`src/design/msft_pkg.sv`:
```
// ----------------------------------------------------------------------------
// msft_pkg
// Shared constants, types and codes for the split fan triangulation block.
// ----------------------------------------------------------------------------
package msft_pkg;

    // face and index geometry
    localparam int MAX_FACE_VERTICES = 32;
    localparam int POSITION_BITS     = 24;
    localparam int FACE_W            = 6;
    localparam int LIMIT_W           = 17;
    localparam int CORNER_W          = 16;
    localparam int COUNT_W           = FACE_W;

    // configuration port
    localparam int CFG_INDEX_W = 2;
    localparam int CFG_DATA_W  = LIMIT_W;
    localparam logic [CFG_INDEX_W-1:0] CFG_VERTEX_LIMIT    = 2'd0;
    localparam logic [CFG_INDEX_W-1:0] CFG_REVERSE_WINDING = 2'd1;
    localparam logic [LIMIT_W-1:0]     VERTEX_LIMIT_RESET  = 17'd65000;

    // face sequencer states
    typedef enum logic [0:0] {
        ST_IDLE,
        ST_CALC
    } state_t;

    // one face worth of triangle emission work
    typedef struct packed {
        logic [LIMIT_W-1:0]       apex;
        logic [COUNT_W-1:0]       tri_count;
        logic                     opens;
        logic                     oversize;
        logic                     reverse;
        logic [POSITION_BITS-1:0] first_index;
        logic [POSITION_BITS-1:0] first_face;
    } fan_job_t;

endpackage

```
`src/design/msft_fan_emit.sv`:
```
// ----------------------------------------------------------------------------
// msft_fan_emit
// Walks the fan of one face, one triangle per accepted result or a flag if
// none, one incrementer per moving corner and a registered output stage.
// ----------------------------------------------------------------------------
module msft_fan_emit (
    input  logic                                 clk,
    input  logic                                 rst_n,
    input  msft_pkg::fan_job_t                   job,
    input  logic                                 job_load,
    output logic                                 free,
    output logic                                 out_valid,
    input  logic                                 out_ready,
    output logic [msft_pkg::CORNER_W-1:0]        corner_first,
    output logic [msft_pkg::CORNER_W-1:0]        corner_second,
    output logic [msft_pkg::CORNER_W-1:0]        corner_third,
    output logic                                 has_triangle,
    output logic                                 opens_chunk,
    output logic [msft_pkg::POSITION_BITS-1:0]   chunk_first_index,
    output logic [msft_pkg::POSITION_BITS-1:0]   chunk_first_face,
    output logic                                 oversize_error,
    output logic                                 last_of_face
);
    import msft_pkg::*;

    logic                valid_reg;
    logic                valid_next;
    logic                last_reg;
    logic                last_next;
    logic [COUNT_W-1:0]  remaining_reg;
    logic [COUNT_W-1:0]  remaining_next;
    logic                advance;
    logic                has_tri_load;
    logic [CORNER_W-1:0] apex_c;
    logic [CORNER_W-1:0] off_second;
    logic [CORNER_W-1:0] off_third;

    logic [CORNER_W-1:0]      first_reg;
    logic [CORNER_W-1:0]      second_reg;
    logic [CORNER_W-1:0]      third_reg;
    logic                     has_tri_reg;
    logic                     opens_reg;
    logic                     oversize_reg;
    logic [POSITION_BITS-1:0] first_index_reg;
    logic [POSITION_BITS-1:0] first_face_reg;

    // handshake and triangle countdown
    always_comb
    begin
        advance        = valid_reg && out_ready && !last_reg;
        free           = !valid_reg || (out_ready && last_reg);
        valid_next     = valid_reg;
        last_next      = last_reg;
        remaining_next = remaining_reg;
        if (job_load)
        begin
            valid_next     = 1'b1;
            last_next      = (job.tri_count <= COUNT_W'(1));
            remaining_next = job.tri_count;
        end
        else if (valid_reg && out_ready && last_reg)
        begin
            valid_next = 1'b0;
        end
        else if (advance)
        begin
            remaining_next = remaining_reg - COUNT_W'(1);
            last_next      = (remaining_reg == COUNT_W'(2));
        end
    end

    always_ff @(posedge clk or negedge rst_n)
    begin
        if (!rst_n)
        begin
            valid_reg     <= 1'b0;
            last_reg      <= 1'b0;
            remaining_reg <= '0;
        end
        else
        begin
            valid_reg     <= valid_next;
            last_reg      <= last_next;
            remaining_reg <= remaining_next;
        end
    end

    // corner offsets, swapped under reverse winding
    always_comb
    begin
        has_tri_load = (job.tri_count != '0);
        apex_c       = job.apex[CORNER_W-1:0];
        off_second   = job.reverse ? CORNER_W'(2) : CORNER_W'(1);
        off_third    = job.reverse ? CORNER_W'(1) : CORNER_W'(2);
    end

    // result payload, second and third corners stepped by their incrementers
    always_ff @(posedge clk)
    begin
        if (job_load)
        begin
            first_reg       <= has_tri_load ? apex_c : '0;
            second_reg      <= has_tri_load ? apex_c + off_second : '0;
            third_reg       <= has_tri_load ? apex_c + off_third : '0;
            has_tri_reg     <= has_tri_load;
            opens_reg       <= job.opens;
            oversize_reg    <= job.oversize;
            first_index_reg <= job.first_index;
            first_face_reg  <= job.first_face;
        end
        else if (advance)
        begin
            second_reg <= second_reg + CORNER_W'(1);
            third_reg  <= third_reg + CORNER_W'(1);
        end
    end

    assign out_valid         = valid_reg;
    assign corner_first      = first_reg;
    assign corner_second     = second_reg;
    assign corner_third      = third_reg;
    assign has_triangle      = has_tri_reg;
    assign opens_chunk       = opens_reg;
    assign chunk_first_index = first_index_reg;
    assign chunk_first_face  = first_face_reg;
    assign oversize_error    = oversize_reg;
    assign last_of_face      = last_reg;

endmodule

```
`src/design/mesh_split_fan_triangulation.sv`:
```
// ----------------------------------------------------------------------------
// mesh_split_fan_triangulation
// Packs polygon faces into vertex-limited chunks and emits chunk-local fan
// triangles: one result per triangle, or a flag result for a face with none.
// ----------------------------------------------------------------------------
// request: captured in ST_IDLE, loaded into the output register from ST_CALC
//   once the emitter is free, later while it still holds the previous face
// throughput: one result per cycle while out_ready is high and the sequencer
//   keeps up, set by the single emitter and the chunk update in ST_CALC
// the next face is taken while the previous face's triangles drain
// reset: counters cleared, vertex_limit 65000, reverse_winding 0, no output
module mesh_split_fan_triangulation (
    input  logic                                 clk,
    input  logic                                 rst_n,
    input  logic                                 cfg_valid,
    output logic                                 cfg_ready,
    input  logic [msft_pkg::CFG_INDEX_W-1:0]     cfg_index,
    input  logic [msft_pkg::CFG_DATA_W-1:0]      cfg_data,
    input  logic                                 in_valid,
    output logic                                 in_ready,
    input  logic [msft_pkg::FACE_W-1:0]          face_vertices,
    input  logic                                 mesh_start,
    output logic                                 out_valid,
    input  logic                                 out_ready,
    output logic [msft_pkg::CORNER_W-1:0]        corner_first,
    output logic [msft_pkg::CORNER_W-1:0]        corner_second,
    output logic [msft_pkg::CORNER_W-1:0]        corner_third,
    output logic                                 has_triangle,
    output logic                                 opens_chunk,
    output logic [msft_pkg::POSITION_BITS-1:0]   chunk_first_index,
    output logic [msft_pkg::POSITION_BITS-1:0]   chunk_first_face,
    output logic                                 oversize_error,
    output logic                                 last_of_face
);
    import msft_pkg::*;

    state_t state_reg;
    state_t state_next;

    logic [LIMIT_W-1:0] limit_reg;
    logic               reverse_reg;

    logic [FACE_W-1:0]        n_reg;
    logic                     start_reg;
    logic [LIMIT_W-1:0]       total_reg;
    logic [LIMIT_W-1:0]       total_next;
    logic [POSITION_BITS-1:0] cs_pos_reg;
    logic [POSITION_BITS-1:0] cs_pos_next;
    logic [POSITION_BITS-1:0] cs_face_reg;
    logic [POSITION_BITS-1:0] cs_face_next;
    logic [POSITION_BITS-1:0] pos_reg;
    logic [POSITION_BITS-1:0] pos_next;
    logic [POSITION_BITS-1:0] face_reg;
    logic [POSITION_BITS-1:0] face_next;

    logic [LIMIT_W-1:0]       base_total;
    logic [POSITION_BITS-1:0] base_cs_pos;
    logic [POSITION_BITS-1:0] base_cs_face;
    logic [POSITION_BITS-1:0] base_pos;
    logic [POSITION_BITS-1:0] base_face;
    logic [LIMIT_W:0]         fit_sum;
    logic [LIMIT_W-1:0]       apex;
    logic                     oversize;
    logic                     opens;
    logic [POSITION_BITS-1:0] pos_adv;
    logic [POSITION_BITS-1:0] face_adv;

    fan_job_t job;
    logic     job_load;
    logic     emit_free;

    // configuration registers, always writable
    assign cfg_ready = 1'b1;

    always_ff @(posedge clk or negedge rst_n)
    begin
        if (!rst_n)
        begin
            limit_reg   <= VERTEX_LIMIT_RESET;
            reverse_reg <= 1'b0;
        end
        else if (cfg_valid && cfg_ready)
        begin
            case (cfg_index)
                CFG_VERTEX_LIMIT:    limit_reg   <= cfg_data;
                CFG_REVERSE_WINDING: reverse_reg <= cfg_data[0];
                default:             ;
            endcase
        end
    end

    // face request capture
    always_ff @(posedge clk)
    begin
        if (in_valid && in_ready)
        begin
            n_reg     <= face_vertices;
            start_reg <= mesh_start;
        end
    end

    // chunk packing decision
    always_comb
    begin
        base_total   = start_reg ? '0 : total_reg;
        base_cs_pos  = start_reg ? '0 : cs_pos_reg;
        base_cs_face = start_reg ? '0 : cs_face_reg;
        base_pos     = start_reg ? '0 : pos_reg;
        base_face    = start_reg ? '0 : face_reg;

        oversize = ({{(LIMIT_W-FACE_W){1'b0}}, n_reg} >= limit_reg)
                   || (n_reg > FACE_W'(MAX_FACE_VERTICES));
        fit_sum  = {1'b0, base_total} + (LIMIT_W+1)'(n_reg);
        apex     = (fit_sum >= {1'b0, limit_reg}) ? '0 : base_total;
        opens    = (apex == '0);
        pos_adv  = base_pos + POSITION_BITS'(n_reg);
        face_adv = base_face + POSITION_BITS'(1);

        job.apex        = apex;
        job.reverse     = reverse_reg;
        job.oversize    = oversize;
        job.opens       = !oversize && opens;
        job.tri_count   = (oversize || n_reg < FACE_W'(3)) ? '0 : n_reg - FACE_W'(2);
        if (oversize)
        begin
            job.first_index = pos_adv;
            job.first_face  = face_adv;
        end
        else
        begin
            job.first_index = opens ? base_pos : base_cs_pos;
            job.first_face  = opens ? base_face : base_cs_face;
        end
    end

    // sequencer and counter update
    always_comb
    begin
        state_next   = state_reg;
        in_ready     = 1'b0;
        job_load     = 1'b0;
        total_next   = total_reg;
        cs_pos_next  = cs_pos_reg;
        cs_face_next = cs_face_reg;
        pos_next     = pos_reg;
        face_next    = face_reg;
        case (state_reg)
            ST_IDLE:
            begin
                in_ready = 1'b1;
                if (in_valid)
                begin
                    state_next = ST_CALC;
                end
            end
            ST_CALC:
            begin
                if (emit_free)
                begin
                    job_load     = 1'b1;
                    state_next   = ST_IDLE;
                    pos_next     = pos_adv;
                    face_next    = face_adv;
                    cs_pos_next  = job.first_index;
                    cs_face_next = job.first_face;
                    total_next   = oversize ? '0 : apex + LIMIT_W'(n_reg);
                end
            end
            default:
            begin
                state_next = ST_IDLE;
            end
        endcase
    end

    always_ff @(posedge clk or negedge rst_n)
    begin
        if (!rst_n)
        begin
            state_reg   <= ST_IDLE;
            total_reg   <= '0;
            cs_pos_reg  <= '0;
            cs_face_reg <= '0;
            pos_reg     <= '0;
            face_reg    <= '0;
        end
        else
        begin
            state_reg   <= state_next;
            total_reg   <= total_next;
            cs_pos_reg  <= cs_pos_next;
            cs_face_reg <= cs_face_next;
            pos_reg     <= pos_next;
            face_reg    <= face_next;
        end
    end

    // triangle emitter with output register
    msft_fan_emit u_emit (
        .clk               (clk),
        .rst_n             (rst_n),
        .job               (job),
        .job_load          (job_load),
        .free              (emit_free),
        .out_valid         (out_valid),
        .out_ready         (out_ready),
        .corner_first      (corner_first),
        .corner_second     (corner_second),
        .corner_third      (corner_third),
        .has_triangle      (has_triangle),
        .opens_chunk       (opens_chunk),
        .chunk_first_index (chunk_first_index),
        .chunk_first_face  (chunk_first_face),
        .oversize_error    (oversize_error),
        .last_of_face      (last_of_face)
    );

endmodule
```
`config.mk`:
```
export PLATFORM = sky130hd
export DESIGN_NAME = mesh_split_fan_triangulation
export DESIGN_NICKNAME = d
export VERILOG_FILES = /design/src/design/msft_pkg.sv /design/src/design/msft_fan_emit.sv /design/src/design/mesh_split_fan_triangulation.sv
export SDC_FILE = /design/constraint.sdc
export NUM_CORES = 1
export LEC_CHECK = 0
export ABC_AREA = 1
export BUFFER_PORTS_ARGS = -buffer_cell sky130_fd_sc_hd__buf_2
export CORE_ASPECT_RATIO = 0.7
export CORE_MARGIN = 2
export CORE_UTILIZATION = 50
export CTS_CLUSTER_SIZE = 30
export DETAILED_ROUTE_END_ITERATION = 16
export PLACE_DENSITY = 0.69
export REMOVE_ABC_BUFFERS = 1
export SLEW_MARGIN = 5
export SYNTH_ARGS = -nofsm -noshare
export SYNTH_HDL_FRONTEND = slang
export SYNTH_SLANG_ARGS = --single-unit
```
`constraint.sdc`:
```
create_clock -name clk -period 6.2 [get_ports clk]
set_input_delay 1.86 -clock clk [delete_from_list [all_inputs] [get_ports clk]]
set_output_delay 1.86 -clock clk [all_outputs]
set_load 0.01 [all_outputs]
```
Word-level counts from Yosys, hierarchy flattened
Index checks and enable logic that the tools add are counted.
Word-level totals
  flip-flop bits (word level): 246
  input bits: 31
  output and inout bits: 103
  word-level logic and storage cells: 94
Cells by class
  add/subtract/negate cells: 10
  $lt $le $gt $ge: 5
  equal/unequal tests: 3
  mux-type cells: 33
  bitwise operators: 1
  reduce and logical (&&, ||, !) cells: 21
Operators by type and width (count)
  two-way mux 24 bit: 6
  two-way mux 16 bit: 6
  two-way mux 17 bit: 3
  two-way mux 48 bit: 1
  adder 16 x 1 -> 16 bit, second input constant: 2
  adder 16 bit: 2
  adder 24 x 1 -> 24 bit, second input constant: 1
  adder 24 x 6 -> 24 bit: 1
  two-way mux 6 bit: 4
  adder 17 x 6 -> 18 bit: 1
  greater-or-equal comparator 18 x 17 -> 1 bit: 1
  adder 17 x 6 -> 17 bit: 1
  greater-or-equal comparator 6 x 17 -> 1 bit: 1
  logical NOT 17 bit: 1
  two-way mux 1 bit: 10
  AND reduction 2 bit: 4
  == test 6 x 2 -> 1 bit, second input constant: 1
  > comparator 6 bit, second input constant: 1
  less-or-equal comparator 6 x 1 -> 1 bit, second input constant: 1
  logical AND 1 bit: 6
  less-than comparator 6 x 2 -> 1 bit, second input constant: 1
  nonzero test 6 bit: 1
  subtractor 6 x 1 -> 6 bit, second input constant: 1
  subtractor 6 x 2 -> 6 bit, second input constant: 1
  other kinds (9): 15

Depth between registers and ports, before layout
Gate-level depths: netlist of the first run.
  depth after elaboration: 7
  gate-level depth with buffers: 42
  gate-level depth less buffers: 39

Modules after synthesis
From an unflattened synthesis of the first run, not the netlist that was laid out.
Second synthesis, totals
  cell total of the unflattened synthesis: 2043
  area total of the unflattened synthesis: 15569.9 um^2
By module, submodules not included
  mesh_split_fan_triangulation: times used 1, cells each 1478, area an instance 10199.8 um^2, sequential area each 3527.1 um^2
  msft_fan_emit: times used 1, cells each 565, area an instance 5370.2 um^2, sequential area each 3173.0 um^2

Worst setup path after synthesis of the first run
Ideal clock, no wire load.
  path kind: flip-flop to flip-flop
  start: register start_reg
  end: register total_reg[10]
  setup time: 235 ps
  data arrival time: 5213 ps
  required time: 5965 ps
  slack: 753 ps
  cell stages (with the launch flop): 38
  path buffers: 4
  period minus slack after synthesis: 5447 ps
  path through: edfxtp_1 buf_6 buf_2 nor2_1 ha_1 nand2_1 inv_1 o21ai_1 nand2_1 nand3_1 nand3_2 nand2_1 nor2_1 nand2_1 xor2_1 inv_1 ha_1 nand4_1 [... 2 more ...] nand2_1 and3_1 buf_4 buf_4 nand2_1 inv_1 ha_1 fa_1 nand3_1 and2_1 inv_1 a21oi_1 o21ai_0 nand2_1 nor2_2 nand2_1 xor2_1 o22ai_1
Between the ends
  word-level cells in the longest chain between the ends: 6
Ends and longest elaborated chain
  start: declaration: RTL line mesh_split_fan_triangulation.sv:44  | logic start_reg;
  start signal: assignment: RTL line mesh_split_fan_triangulation.sv:98  | start_reg <= mesh_start;
  two-way mux 17 bit (*): RTL line mesh_split_fan_triangulation.sv:105  | base_total = start_reg ? '0 : total_reg;
  adder 17 x 6 -> 18 bit: RTL line mesh_split_fan_triangulation.sv:113  | fit_sum = {1'b0, base_total} + (LIMIT_W+1)'(n_reg);
  greater-or-equal comparator 18 x 17 -> 1 bit: RTL line mesh_split_fan_triangulation.sv:114  | apex = (fit_sum >= {1'b0, limit_reg}) ? '0 : base_total;
  two-way mux 17 bit (*): RTL line mesh_split_fan_triangulation.sv:114
  net apex[0]: RTL line mesh_split_fan_triangulation.sv:62  | logic [LIMIT_W-1:0] apex;
  adder 17 x 6 -> 17 bit (*): RTL line mesh_split_fan_triangulation.sv:166  | total_next = oversize ? '0 : apex + LIMIT_W'(n_reg);
  two-way mux 17 bit (*): RTL line mesh_split_fan_triangulation.sv:166
  end signal: assignment: RTL line mesh_split_fan_triangulation.sv:190  | total_reg <= total_next;
  end: declaration: RTL line mesh_split_fan_triangulation.sv:45  | logic [LIMIT_W-1:0] total_reg;
The timed path passes the listed nets; every way through them passes the cells marked *.
A chain may end at the register's enable or synchronous reset.

Worst setup path in the final report of the first run
  start: register start_reg
  end: register total_reg[11]
Same word-level chain as after synthesis.

==> results of run 1 <==
worst paths after layout:
| kind | start | to | slack, ns | depth (start not counted) |
|---|---|---|---|---|
| min in group asynchronous | rst_n | cs_face_reg[23]$_DFFE_PN0P_ | 1.33 | 1 |
| max in group asynchronous | rst_n | reverse_reg$_DFFE_PN0P_ | 3.69 | 2 |
| hold / removal | cs_pos_reg[7]$_DFFE_PN0P_ | cs_pos_reg[7]$_DFFE_PN0P_ | 0.48 | 2 |
| setup / recovery | start_reg$_DFFE_PP_ | total_reg[11]$_DFFE_PN0P_ | 0.49 | 35 |
| hold reg to reg | cs_pos_reg[7]$_DFFE_PN0P_ | cs_pos_reg[7]$_DFFE_PN0P_ | 0.48 | 2 |
| setup reg to reg | start_reg$_DFFE_PP_ | total_reg[11]$_DFFE_PN0P_ | 0.49 | 35 |
through the flow:
stage          TNS [ns]  hold slack [ns]  utilization
2_1_floorplan  -1233.91           0.4491            -
3_3_place_gp          0           0.4610       0.5428
3_5_place_dp          0           0.4647       0.5428
4_1_cts               0           0.4819       0.5732
5_1_grt               0           0.4898       0.5741
6_report              0           0.4768       0.5741
layout by cell type, fill, tap and decap left out, types with 3 or more instances in the layout:
cell type,instances
sky130_fd_sc_hd__nand2_1,410
sky130_fd_sc_hd__inv_1,275
sky130_fd_sc_hd__nor2_1,228
sky130_fd_sc_hd__nand3_1,225
sky130_fd_sc_hd__buf_2,131
sky130_fd_sc_hd__dfrtp_1,129
sky130_fd_sc_hd__o21ai_0,111
sky130_fd_sc_hd__edfxtp_1,106
sky130_fd_sc_hd__xor2_1,63
sky130_fd_sc_hd__a21oi_1,53
sky130_fd_sc_hd__ha_1,51
sky130_fd_sc_hd__and2_1,48
sky130_fd_sc_hd__clkbuf_16,28
sky130_fd_sc_hd__buf_4,28
sky130_fd_sc_hd__or2_2,21
sky130_fd_sc_hd__nor3_1,19
sky130_fd_sc_hd__nor2_2,18
sky130_fd_sc_hd__nand4_1,14
sky130_fd_sc_hd__o21ai_1,12
sky130_fd_sc_hd__dfstp_2,11
sky130_fd_sc_hd__o22ai_1,10
sky130_fd_sc_hd__xnor2_1,10
sky130_fd_sc_hd__nand3b_1,9
sky130_fd_sc_hd__clkinv_2,8
sky130_fd_sc_hd__nor2_4,6
sky130_fd_sc_hd__nor4_1,6
sky130_fd_sc_hd__nand2_2,5
sky130_fd_sc_hd__inv_2,5
sky130_fd_sc_hd__a31oi_1,5
sky130_fd_sc_hd__o211ai_1,5
sky130_fd_sc_hd__o2111ai_1,5
sky130_fd_sc_hd__fa_1,5
sky130_fd_sc_hd__clkbuf_1,5
sky130_fd_sc_hd__o21a_1,4
sky130_fd_sc_hd__clkinv_1,4
sky130_fd_sc_hd__nor3_2,4
sky130_fd_sc_hd__and3_1,3
sky130_fd_sc_hd__bufinv_16,3
layout make-up:
| cell class | instances | area share |
|---|---|---|
| multi-input cells | 1371 | 0.4153 |
| clock inverters | 15 | 0.009650 |
| well taps | 412 | 0.02989 |
| flip-flops and latches | 246 | 0.3885 |
| repair buffers | 160 | 0.05086 |
| inverters | 286 | 0.06247 |
| clock buffers | 35 | 0.04331 |
worst min-delay path, stage by stage (launching register included):
cell and delay (ns):
sky130_fd_sc_hd__dfrtp_1 0.34, sky130_fd_sc_hd__nand2_1 0.05, sky130_fd_sc_hd__nand2_1 0.06
cells by family (layout without fill, tap and decap cells):
group | after synthesis | after routing
simple gates | 1025 | 1025
buf+inv | 360 | 496
flops | 246 | 246
compound gates | 216 | 216
xor+xnor | 73 | 73
fa+ha+maj | 56 | 56
other cells | 1 | 1
power by group through the flow:
stage                     sequential, W  combinational [W]  clock (W)
after global routing            0.00277            0.00326    0.00177
final                           0.00271            0.00289    0.00169
after detailed placement        0.00274            0.00286          0
after global placement          0.00272            0.00280          0
after CTS                       0.00271            0.00288    0.00170
after floorplan                 0.00286            0.00177          0
timing repair:
action | CTS | global route
gates resized for setup | 0 | 5
endpoints found under the setup margin | 0 | 5
endpoints found under the hold margin | 0 | 0
setup buffers | 0 | 2
hold buffers | 0 | 0
metal layers:
metal | track usage | up-vias | wire [um]
met2 | 0.3718 | 426 | 16970
met1 | 0.4202 | 6228 | 20880
met5 | 0 | - | 0
li1 | - | 6581 | -
met4 | 0.04650 | 0 | 580
met3 | 0.05674 | 44 | 3323
==> summary by stage, run 1 <==
Route
The routed layout has 13.28k vias. In this run the remaining antenna-violating nets after routing total 0. The first routing iteration left 1,250 violations. The number of vias per cell after detailed routing is 5.259. The first TritonRoute pass finished after 6 iterations.

The total length of routed wires is 41,760 um. The residual DRC count is 0. Dividing the detail-routed wire length by the instance count gives 16.54 um.

Cells and area
The finished cells cover 17,250 um2. The count of non-filler cells in the finished layout is 2,525. From synthesis to final layout, the design area changed by 12.95%. The final net count is 2,179. The repair_antennas step left the layout with diodes totalling 0. The sequential cell area in the final layout is 6700 um2. Of the cells placed in the final design, the portion with a size suffix greater than 1 is 0.1349. Summing all multi-input logic gate instances after layout gives 7162 um2.

The count of fill cells added during filler insertion is 2,758.

Global route
The first global-routing pass estimated 67,440 um of wire. The number of antenna violations at the first check in global routing was 0. The final global-route overflow total is 0. The via count of the first global-routing pass came to 12.53k. The largest net degree at the start of global routing is 88.

The global-route usage over all layers is 0.2656.

Yosys
Yosys mapped a number of flops with a built-in enable equal to 106. The fraction of synthesized cell area in xor and xnor cells is 0.04187. The compound-gate portion of the synthesized area is 0.07695. In the synthesized netlist, the cells that appear most often are 410 x sky130_fd_sc_hd__nand2_1, 275 x sky130_fd_sc_hd__inv_1, 233 x sky130_fd_sc_hd__nor2_1, 225 x sky130_fd_sc_hd__nand3_1, 129 x sky130_fd_sc_hd__dfrtp_1. The summed instance area of the synthesized netlist is 15,270 um2.

The most used flip-flop cell after synthesis is sky130_fd_sc_hd__dfrtp_1. The share of Yosys cell area claimed by the top area cell type is 0.2114. Synthesis produced a netlist whose cell count is 1,977. Measured against the total synthesized area, the mux share comes to 0. Sorting the synthesized cells by area gives the leading types as sky130_fd_sc_hd__dfrtp_1 21%, sky130_fd_sc_hd__edfxtp_1 21%, sky130_fd_sc_hd__nand2_1 10%. Counting flops with an async set or reset pin after synthesis yields a share of 0.5691. The average cell area after synthesis is 7.723 um2. Yosys instantiated no cell more often than sky130_fd_sc_hd__nand2_1. The largest family of logic cells by synthesized area is simple AND/OR/NAND/NOR gates. The number of different library cells used by synthesis comes to 54. Of the total synthesized cell area, the portion taken by AND, OR, NAND and NOR gates is 0.2998. Of the total synthesized cell area, the portion taken by full adders, half adders and majority gates is 0.04835.

Yosys printed 0 warnings. The synthesized design contains 246 register bits. The sequential-to-total area share from yosys stat is 0.4388. The leading area contributor after synthesis is sky130_fd_sc_hd__dfrtp_1.

STA
Dividing the final minimum period by the clock period gives 0.9203. The highest clock rate is 175.3 MHz. Setup violations remaining at the end of the flow were counted as 0. The worst path in the final design needs a cycle of 5.706 ns, including I/O delays and setup. In this run the tightest slew margin relative to its limit is 0.3433.

After layout, the worst setup slack is 0.4941 ns. Setup repair after global routing left no endpoint under its margin. The clock arrives with 0.01526 ns of skew.

For the pin with the worst max-slew slack, the measured transition is 0.9826 ns. The number of hold violations in the final report was 0. The final-report max-slew violation count came to 0.

Floorplan
The number of rows created at floorplan is 53. The boundary pin count is 134. The die width is 212.9 um.

The initial utilization of the core area, before any placement, comes to 0.5083. The core region is 30,040 um2. The height of the chip is 150.2 um. The die covers 31,970 um2.

Placed design
After detailed placement, the design holds a cell count of 2,473. At the end of routability-driven placement, the weighted congestion stood at 0.9590. The wire-length estimate of the detail-placed layout is 28,980 um. Summing all placed instances gives a cell area of 16,310 um2. Timing analysis after detailed placement gives a worst setup slack of 0.4276 ns.

The number of input and output port buffers inserted is 132.

Clock network
Buffers inserted during clock tree synthesis total 27. The insertion delay of the later-clocked pin in the worst-skew pair is 0.56 ns. The tree is rooted in a sky130_fd_sc_hd__clkbuf_16.

CTS saw 246 sinks. The clock-pin slew of the registers on the worst-case setup and hold paths is 0.06 ns. The number of H-tree branching levels is 1. The largest buffer count on any clock path is 3. TritonCTS built the clock tree.

Setup path
The cell seen most often among critical-path stages is sky130_fd_sc_hd__nand2_1. The data arrival time at the worst-slack endpoint is 6.11 ns. The buffers plus inverters on the worst setup path is 10. By startpoint and endpoint, the worst setup path is classified as flop to flop. The worst setup path is captured at a flop.

For the worst setup path, the data required time is 6.61 ns. The kind of start point of the critical path is a flop. The delay of the slowest cell on the worst path is 0.38 ns. Along the worst path, the maximum fanout reaches 12. The largest individual stage delay along the critical path comes from the cell sky130_fd_sc_hd__edfxtp_1.

Grouping stages by cell kind, the critical path spends the most delay in simple AND/OR/NAND/NOR gates.

Power and ir drop
The analysis attributes to cell leakage a power of 7.976 nW. IR analysis of the VDD net gives a maximum drop of 0.4083 mV. Of the total power, registers draw 0.372. The power per cell area is 422.6 nW/um2. The internal power contribution is 0.004298 W.

The share of power burned in combinational logic is 0.397. The completed layout was analyzed and its total power is 0.007288 W. The clock share of power is 0.231. The switching power share of the total is 0.4103.

In this run the power spent charging and discharging nets is 0.002990 W.

Min path
The min-delay analysis places its worst path in the category flop to flop.

Job
The max-cap check violation count is 0.

Outcome
The run finished with clean final reports.
(Power assumes the default switching activity.)
==> run 2, diff against run 1 <==
CAP_MARGIN = 25   (was not set)
CELL_PAD_IN_SITES_DETAIL_PLACEMENT = 0   (was not set)
CELL_PAD_IN_SITES_GLOBAL_PLACEMENT = 1   (was not set)
CORE_UTILIZATION = 45   (was 50)
PLACE_DENSITY = not set   (was 0.69)
PLACE_DENSITY_LB_ADDON = 0.1   (was not set)
==> run 2 against run 1 <==
Net effect:
- non-clock buffer count decreased by 3
- flip-flop and latch count is the same
- register-to-register slack improved by 0.11 ns
- combinational power is 2% higher
- highest routed layer unchanged
- utilization decreased by 5.7 points
- sequential power about the same
==> summary by stage, run 2 (synthesis results as in run 1) <==
Route
The vias after detailed routing is 13.16k (-0.93%). The residual DRC count is 0 (unchanged). The number of search-and-repair iterations in the first detailed-routing pass is 5 (-1). The number of vias per cell after detailed routing came to 5.169 (-1.7%). The number of nets with antenna violations after detailed routing is 0 (unchanged).

The routed length per instance is 16.69 um (+0.89%). The number of DRC markers after the initial detailed-route iteration came to 1,140 (-8.8%). The total length of routed wires is 42,470 um (+1.7%).

Cells and area
The layout cell share with drive strength beyond 1 came to 0.1308 (-0.004074). In the layout the commonest cells are 410 x sky130_fd_sc_hd__nand2_1, 275 x sky130_fd_sc_hd__inv_1, 228 x sky130_fd_sc_hd__nor2_1. The library cell used most frequently in the layout, excluding fill and tap cells, is sky130_fd_sc_hd__nand2_1. The final net count is 2,176 (-0.14%). Compared with the post-synthesis result, the final layout area differs by 13.18%. The number of antenna repair diodes is 0 (unchanged). The count of non-filler cells in the finished layout was 2,545 (+0.79%).

Setup path
The critical path's slowest cell is sky130_fd_sc_hd__edfxtp_1. The worst setup path is of the flop to flop kind. The kind of start point of the critical path is a flop.

The delay of the slowest cell on the worst path is 0.56 ns (+0.18 ns). The maximum fanout along the worst path is 11 (-1). The endpoint class of the critical path is a flop. The worst endpoint required time came to 6.62 ns (about the same). The data arrival time at the worst-slack endpoint is 6.01 ns (-0.10 ns). The most numerous cell type found on the critical path is sky130_fd_sc_hd__nand2_1.

Power and ir drop
The power per cell area is 422.0 nW/um2 (-0.15%). The worst supply voltage drop on vdd is 0.2484 mV (-39%). The leakage power of the design is 7.967 nW (-0.12%).

The overall power after layout is 0.007292 W (about the same).

Global route
The via count of the first global-routing pass came to 12.29k (-1.9%). The final global-route overflow total is 0 (unchanged). The wire length of the first global-routing pass is 68,330 um (+1.3%). The met3 track utilization from global routing is 0.03248 (-0.02426).

The global routing stage identified its most utilized layer as met1. The global-route usage over all layers is 0.2432 (-0.02241). The number of antenna violations at the first check in global routing is 0 (unchanged). The global-route met2 utilization was 0.3459 (-0.02592). The largest net degree at the start of global routing is 86 (-2.3%). The met1 layer usage reported by global route is 0.3906 (-0.02963).

STA
The share of the clock period used by the worst path is 0.9020 (-0.01829). The worst clock skew is 0.01724 ns (+0.001988 ns). The number of setup violations in the final report is 0 (unchanged). The actual slew at the worst max-slew pin was 0.9871 ns (+0.004475 ns). Setup repair after global routing left no endpoint under its margin. The final-report max-slew violation count is 0 (unchanged). The number of hold violations in the final report is 0 (unchanged). The highest clock rate is 178.8 MHz (+2.0%). The worst relative slew slack is 0.3419 (-0.001397).

The post-route minimum period is 5.593 ns (-0.1134 ns).

Floorplan
The die width is 224.2 um (+5.3%). The height of the chip is 158.1 um (+5.3%). The die outline area is 35,440 um2 (+11%). The initial core utilization came to 0.4568 (-0.05143). The boundary pin count came to 134 (unchanged). The number of rows created at floorplan was 56 (+5.7%). The standard cell core area came to 33,420 um2 (+11%).

Clock network
The buffer cell driving the clock tree root is sky130_fd_sc_hd__clkbuf_16. The total of hold buffers inserted after clock tree synthesis is 0 (unchanged). The CTS tree is built. The largest buffer count on any clock path is 3 (unchanged). The insertion delay of the later-clocked pin in the worst-skew pair came to 0.57 ns (about the same). The clock sink count is 246 (unchanged).

The number of H-tree branching levels is 1 (unchanged). The number of buffers inserted during clock tree synthesis is 27 (unchanged). The clock-pin slew of the registers on the worst-case setup and hold paths is 0.07 ns (about the same).

Outcome
The run finished with clean final reports.

Placed design
The detailed placer's ending HPWL was 29,550 um (+2.0%). The cell count after placement is 2,492 (+0.77%). The number of input and output port buffers inserted was 132 (unchanged). The weighted congestion reported at the end of routability-driven placement came to 0.8720 (-9.1%).

Job
The max-cap check violation count is 0 (unchanged).

Min path
The worst hold path belongs to the class flop to flop.
[run 2: repair_timing]
| item | in CTS | in global routing |
|---|---|---|
| setup endpoints to repair | 0 | 7 |
| hold endpoints to repair | 0 | 0 |
| gates resized for setup | 0 | 8 |
| buffers inserted | 0 | 1 |
[run 2: final cells by class]
type                    count  area [um2]
fillers                  3235       16140
multi-input cells        1371        7166
flip-flops and latches    246        6700
inverters                 286        1080
repair buffers            157       907.1
clock buffers              40       784.5
well taps                 435       544.3
clock inverters            10       98.84
[run 2: layer usage]
| layer | routed length, um | part of all wire | vias up |
|---|---|---|---|
| met5 | 0 | 0 | - |
| met4 | 710 | 0.017 | 0 |
| met3 | 2330 | 0.055 | 45 |
| met2 | 16730 | 0.39 | 348 |
| met1 | 22690 | 0.53 | 6173 |
| li1 | - | - | 6589 |
[run 2: report_power, final]
group          total [W]  internal (W)  switching [W]
clock network    0.00164      0.000953       0.000686
logic            0.00294      0.000934        0.00200
registers        0.00272       0.00241       0.000311
total            0.00729       0.00429        0.00300
[run 2: worst paths after layout]
path | start | endpoint | slack (ns) | cells past startpoint
max | start_reg$_DFFE_PP_ | total_reg[11]$_DFFE_PN0P_ | 0.61 | 33
min | cs_pos_reg[11]$_DFFE_PN0P_ | cs_pos_reg[11]$_DFFE_PN0P_ | 0.48 | 2
max reg2reg | start_reg$_DFFE_PP_ | total_reg[11]$_DFFE_PN0P_ | 0.61 | 33
min reg2reg | cs_pos_reg[11]$_DFFE_PN0P_ | cs_pos_reg[11]$_DFFE_PN0P_ | 0.48 | 2
max in group asynchronous | rst_n | cs_pos_reg[15]$_DFFE_PN0P_ | 3.82 | 2
min in group asynchronous | rst_n | limit_reg[0]$_DFFE_PN0P_ | 1.29 | 1
[run 2: metrics by stage]
| step | worst slack [ns] | util | hold WS (ns) | area, um2 | setup TNS (ns) |
|---|---|---|---|---|---|
| 2_1_floorplan | -7.443 | - | 0.4491 | 14910 | -1233.91 |
| 3_3_place_gp | 0.7071 | 0.4882 | 0.4610 | 16320 | 0 |
| 3_5_place_dp | 0.4832 | 0.4882 | 0.4650 | 16320 | 0 |
| 4_1_cts | 0.4541 | 0.5147 | 0.4812 | 17200 | 0 |
| 5_1_grt | 0.006585 | 0.5170 | 0.4990 | 17280 | 0 |
| 6_report | 0.6075 | 0.5170 | 0.4760 | 17280 | 0 |
[run 2: critical path: cells and delay by family, from the launching register on]
family          cells  cell delay (ns)
xor+xnor            2             0.39
fa+ha+maj           2             0.60
buf+inv             6             0.70
compound gates      6             1.17
simple gates       17             2.02
flops               1             0.56
==> run 3, diff against run 2 <==
ABC_AREA = not set   (was 1)
CORE_UTILIZATION = 47   (was 45)
PLACE_DENSITY = 0.87   (was not set)
PLACE_DENSITY_LB_ADDON = not set   (was 0.1)
==> run 3 against run 2 <==
Net effect:
- cell area is 2.7% lower
- highest routed layer unchanged
- non-clock buffer count up 19
- hold slack improved by 0.012 ns
- sequential share of layout area rose by 1.1 points
- critical endpoint is now total_reg[14]$_DFFE_PN0P_
- first-iteration DRC count rose by 12%
- utilization grew 2.4 points
==> summary by stage, run 3 <==
Global route
The global-route met2 utilization is 0.3764 (+0.03046). The largest net degree at the start of global routing is 93 (+8.1%). The via count of the first global-routing pass is 12.19k (-0.81%). The global-route usage over all layers was 0.2614 (+0.01812). The final global-route overflow total is 0 (unchanged). The number of antenna violations at the first check in global routing was 0 (unchanged). The met3 track utilization from global routing is 0.04970 (+0.01722). The layer flagged by global routing as most heavily used is met1. The wire length of the first global-routing pass was 68,870 um (+0.79%). The met1 layer usage reported by global route came to 0.4078 (+0.01722).

Setup path
The origin of the worst setup path is start_reg$_DFFE_PP_. STA classifies the critical path startpoint as a flop. The data arrival time at the worst-slack endpoint is 6.30 ns (+0.29 ns). The buffers plus inverters on the worst setup path was 4 (-2). The worst endpoint required time was 6.60 ns (-0.02 ns). The critical path is of the flop to flop type. The worst register-to-register path begins at start_reg$_DFFE_PP_. The maximum fanout along the worst path is 5 (-6). Grouping stages by cell kind, the critical path spends the most delay in adder cells. The critical path's slowest cell is sky130_fd_sc_hd__fa_1.

The worst setup path is captured at a flop. The delay of the slowest cell on the worst path is 0.47 ns (-0.09 ns).

Placed design
The number of input and output port buffers inserted is 132 (unchanged). The weighted congestion reported at the end of routability-driven placement was 0.9588 (+10%). The area of placed instances is 15,850 um2 (-2.9%). The worst setup slack after placement is 0.2253 ns (-0.2579 ns).

The detailed placer's ending HPWL was 29,230 um (-1.1%).

STA
The final critical-path setup slack came to 0.2936 ns (-0.3139 ns). The sum of negative setup slack is 0 ns (unchanged). The highest clock rate was 169.3 MHz (-5.3%). The actual slew at the worst max-slew pin is 1.018 ns (+0.03087 ns). The post-route minimum period is 5.906 ns (+0.3139 ns). The final-report max-slew violation count is 0 (unchanged). The worst clock skew is 0.01801 ns (+0.0007649 ns).

The number of hold violations in the final report is 0 (unchanged). The number of setup violations in the final report is 0 (unchanged). The worst relative slew slack is 0.3188 (-0.02308). The share of the clock period used by the worst path came to 0.9527 (+0.05063).

Cells and area
The top cell types in the final layout, fill and taps aside, are 207 x sky130_fd_sc_hd__nand2_1, 132 x sky130_fd_sc_hd__buf_2, 129 x sky130_fd_sc_hd__dfrtp_1. The area growth from synthesis to layout is 13.71%. The area of all placed cells without fillers came to 16,810 um2 (-2.7%). The end-of-flow core utilization is 0.5410 (+0.02399). Leaving out fill and tap cells, the most frequent cell in the layout is sky130_fd_sc_hd__nand2_1.

The count of fill cells added during filler insertion is 2,849 (-12%). The layout cell share with drive strength beyond 1 is 0.1615 (+0.03067). The number of antenna repair diodes came to 0 (unchanged). The final net count is 1,770 (-19%).

Clock network
The buffer cell driving the clock tree root is sky130_fd_sc_hd__clkbuf_16. The number of buffers inserted during clock tree synthesis is 27 (unchanged). The clock-pin slew of the registers on the worst-case setup and hold paths is 0.06 ns (about the same). The number of H-tree branching levels is 1 (unchanged). The clock sink count came to 246 (unchanged). The insertion delay of the later-clocked pin in the worst-skew pair came to 0.56 ns (about the same).

The total of hold buffers inserted after clock tree synthesis came to 0 (unchanged). The CTS tree is built. The largest buffer count on any clock path is 3 (unchanged).

Floorplan
The die outline area is 32,920 um2 (-7.1%). The die width is 216.0 um (-3.6%). The initial core utilization is 0.4758 (+0.01897).

The height of the chip is 152.4 um (-3.6%). The number of rows created at floorplan is 54 (-3.6%). The boundary pin count is 134 (unchanged). The standard cell core area was 31,080 um2 (-7.0%).

Route
The number of nets with antenna violations after detailed routing came to 0 (unchanged). The routed length per instance is 20.39 um (+22%). The vias after detailed routing was 12.76k (-3.0%). The number of search-and-repair iterations in the first detailed-routing pass is 5 (unchanged). The number of DRC markers after the initial detailed-route iteration is 1,279 (+12%). The residual DRC count is 0 (unchanged). The number of vias per cell after detailed routing came to 6.011 (+16%). The total length of routed wires was 43,280 um (+1.9%).

Power and ir drop
The switching power share of the total came to 0.4015 (-0.009692). The clock share of power is 0.237 (+0.012). The share of power burned in combinational logic is 0.386 (-0.017).

The overall power after layout is 0.007127 W (-2.3%). The sequential power share is 0.377 (+0.004). The power per cell area is 423.9 nW/um2 (+0.44%). The leakage power of the design came to 6.796 nW (-15%). The internal power contribution is 0.004266 W (-0.65%).

The net load switching power is 0.002862 W (-4.6%). The worst supply voltage drop on vdd is 0.3661 mV (+47%).

Yosys
The average cell area after synthesis was 9.283 um2 (+20%). The count of unique library cells instantiated by Yosys was 86 (+59%). The number of flops mapped to enable cells by yosys is 106 (unchanged). In the post-synthesis netlist, the biggest area contributors are sky130_fd_sc_hd__dfrtp_1 22%, sky130_fd_sc_hd__edfxtp_1 22%, sky130_fd_sc_hd__nand2_1 5.3%.

sky130_fd_sc_hd__dfrtp_1 takes more of the synthesized area than any other cell. The sequential-to-total area share from yosys stat was 0.4531 (+0.01426). The summed instance area of the synthesized netlist was 14,790 um2 (-3.1%). The most used flip-flop cell after synthesis is sky130_fd_sc_hd__dfrtp_1. The register bit count reported by yosys is 246 (unchanged). The number of warnings reported in the yosys synthesis log is 0 (unchanged). The share of synthesized registers carrying an async set or reset is 0.5691 (unchanged).

The share of Yosys cell area claimed by the top area cell type is 0.2183 (+0.006869). After synthesis, the most frequently instantiated cells are 207 x sky130_fd_sc_hd__nand2_1, 129 x sky130_fd_sc_hd__dfrtp_1, 111 x sky130_fd_sc_hd__o21ai_0, 106 x sky130_fd_sc_hd__edfxtp_1, 97 x sky130_fd_sc_hd__nor2_1. The most frequent cell after synthesis is sky130_fd_sc_hd__nand2_1. The number of cells produced by synthesis came to 1,593 (-19%).

Outcome
The flow ran to the end, and the final reports show no timing, DRC or antenna violations.

Job
The max-cap check violation count is 0 (unchanged).

Min path
The tightest min-delay check is of the flop to flop type. In this run the most critical hold path is launched from cs_pos_reg[5]$_DFFE_PN0P_.
run 3: cell count changes after synthesis, sizes merged, moves of 39 or more:
cell    delta
inv      -226
nand2    -210
nand3    -161
nor2     -155
nor3      +46
and2      -43
clkbuf    +39
o22ai     +39
run 3: worst paths after layout:
kind	to	cells past startpoint	slack [ns]
min	cs_pos_reg[5]$_DFFE_PN0P_	2	0.49
max	total_reg[14]$_DFFE_PN0P_	27	0.29
min in group asynchronous	cs_pos_reg[22]$_DFFE_PN0P_	1	1.38
max in group asynchronous	face_reg[9]$_DFFE_PN0P_	2	3.58
max reg2reg	total_reg[14]$_DFFE_PN0P_	27	0.29
min reg2reg	cs_pos_reg[5]$_DFFE_PN0P_	2	0.49
run 3: stage by stage:
step | std cells | hold slack (ns)
2_1_floorplan | 1478 | 0.4500
3_3_place_gp | 2073 | 0.4597
3_5_place_dp | 2073 | 0.4731
4_1_cts | 2122 | 0.4870
5_1_grt | 2123 | 0.5131
6_report | 2123 | 0.4878
run 3: final cells by class:
class | instances | area [um2] | area share
clock inverter | 16 | 195.2 | 0.01161
timing repair buffer | 176 | 994.7 | 0.05916
clock buffer | 33 | 718.2 | 0.04271
multi-input combinational | 1177 | 7470 | 0.4442
sequential | 246 | 6700 | 0.3985
tap | 420 | 525.5 | 0.03125
inverter | 55 | 211.5 | 0.01258
run 3: kinds of logic (layout without fill, tap and decap cells):
kind of cell,count (synthesis),count (layout),synth area share
other,1,1,0.0002536
DFF,246,246,0.4531
muxes,32,32,0.02200
buffers and inverters,170,280,0.04662
and+or+nand+nor,584,584,0.1916
AOI/OAI and AO/OA,409,409,0.1800
xor gates and xnor gates,93,93,0.05508
adders and majority gates,58,58,0.05136
run 3: metal layers:
layer	vias up	share of wire
met5	-	0
met4	0	0.017
met3	55	0.081
met2	486	0.42
met1	6239	0.48
li1	5982	-
run 3: tightest hold or removal path, delay by kind of cell (launching register included):
family           cells  cell delay (ns)
AND/OR/NAND/NOR      1             0.05
AO/OA/AOI/OAI        1             0.06
flip-flops           1             0.34
run 3: power by group through the flow:
stage               registers [W]  logic [W]  clock network, W
floorplan                 0.00281    0.00158                 0
global placement          0.00269    0.00266                 0
detailed placement        0.00270    0.00271                 0
CTS                       0.00268    0.00272           0.00171
finish                    0.00269    0.00275           0.00169
global route              0.00275    0.00302           0.00178
run 3: timing repair:
| action | in CTS | in global routing |
|---|---|---|
| setup endpoints to repair | 0 | 18 |
| gates resized for setup | 0 | 8 |
| endpoints found under the hold margin | 0 | 0 |
| setup buffers | 0 | 0 |
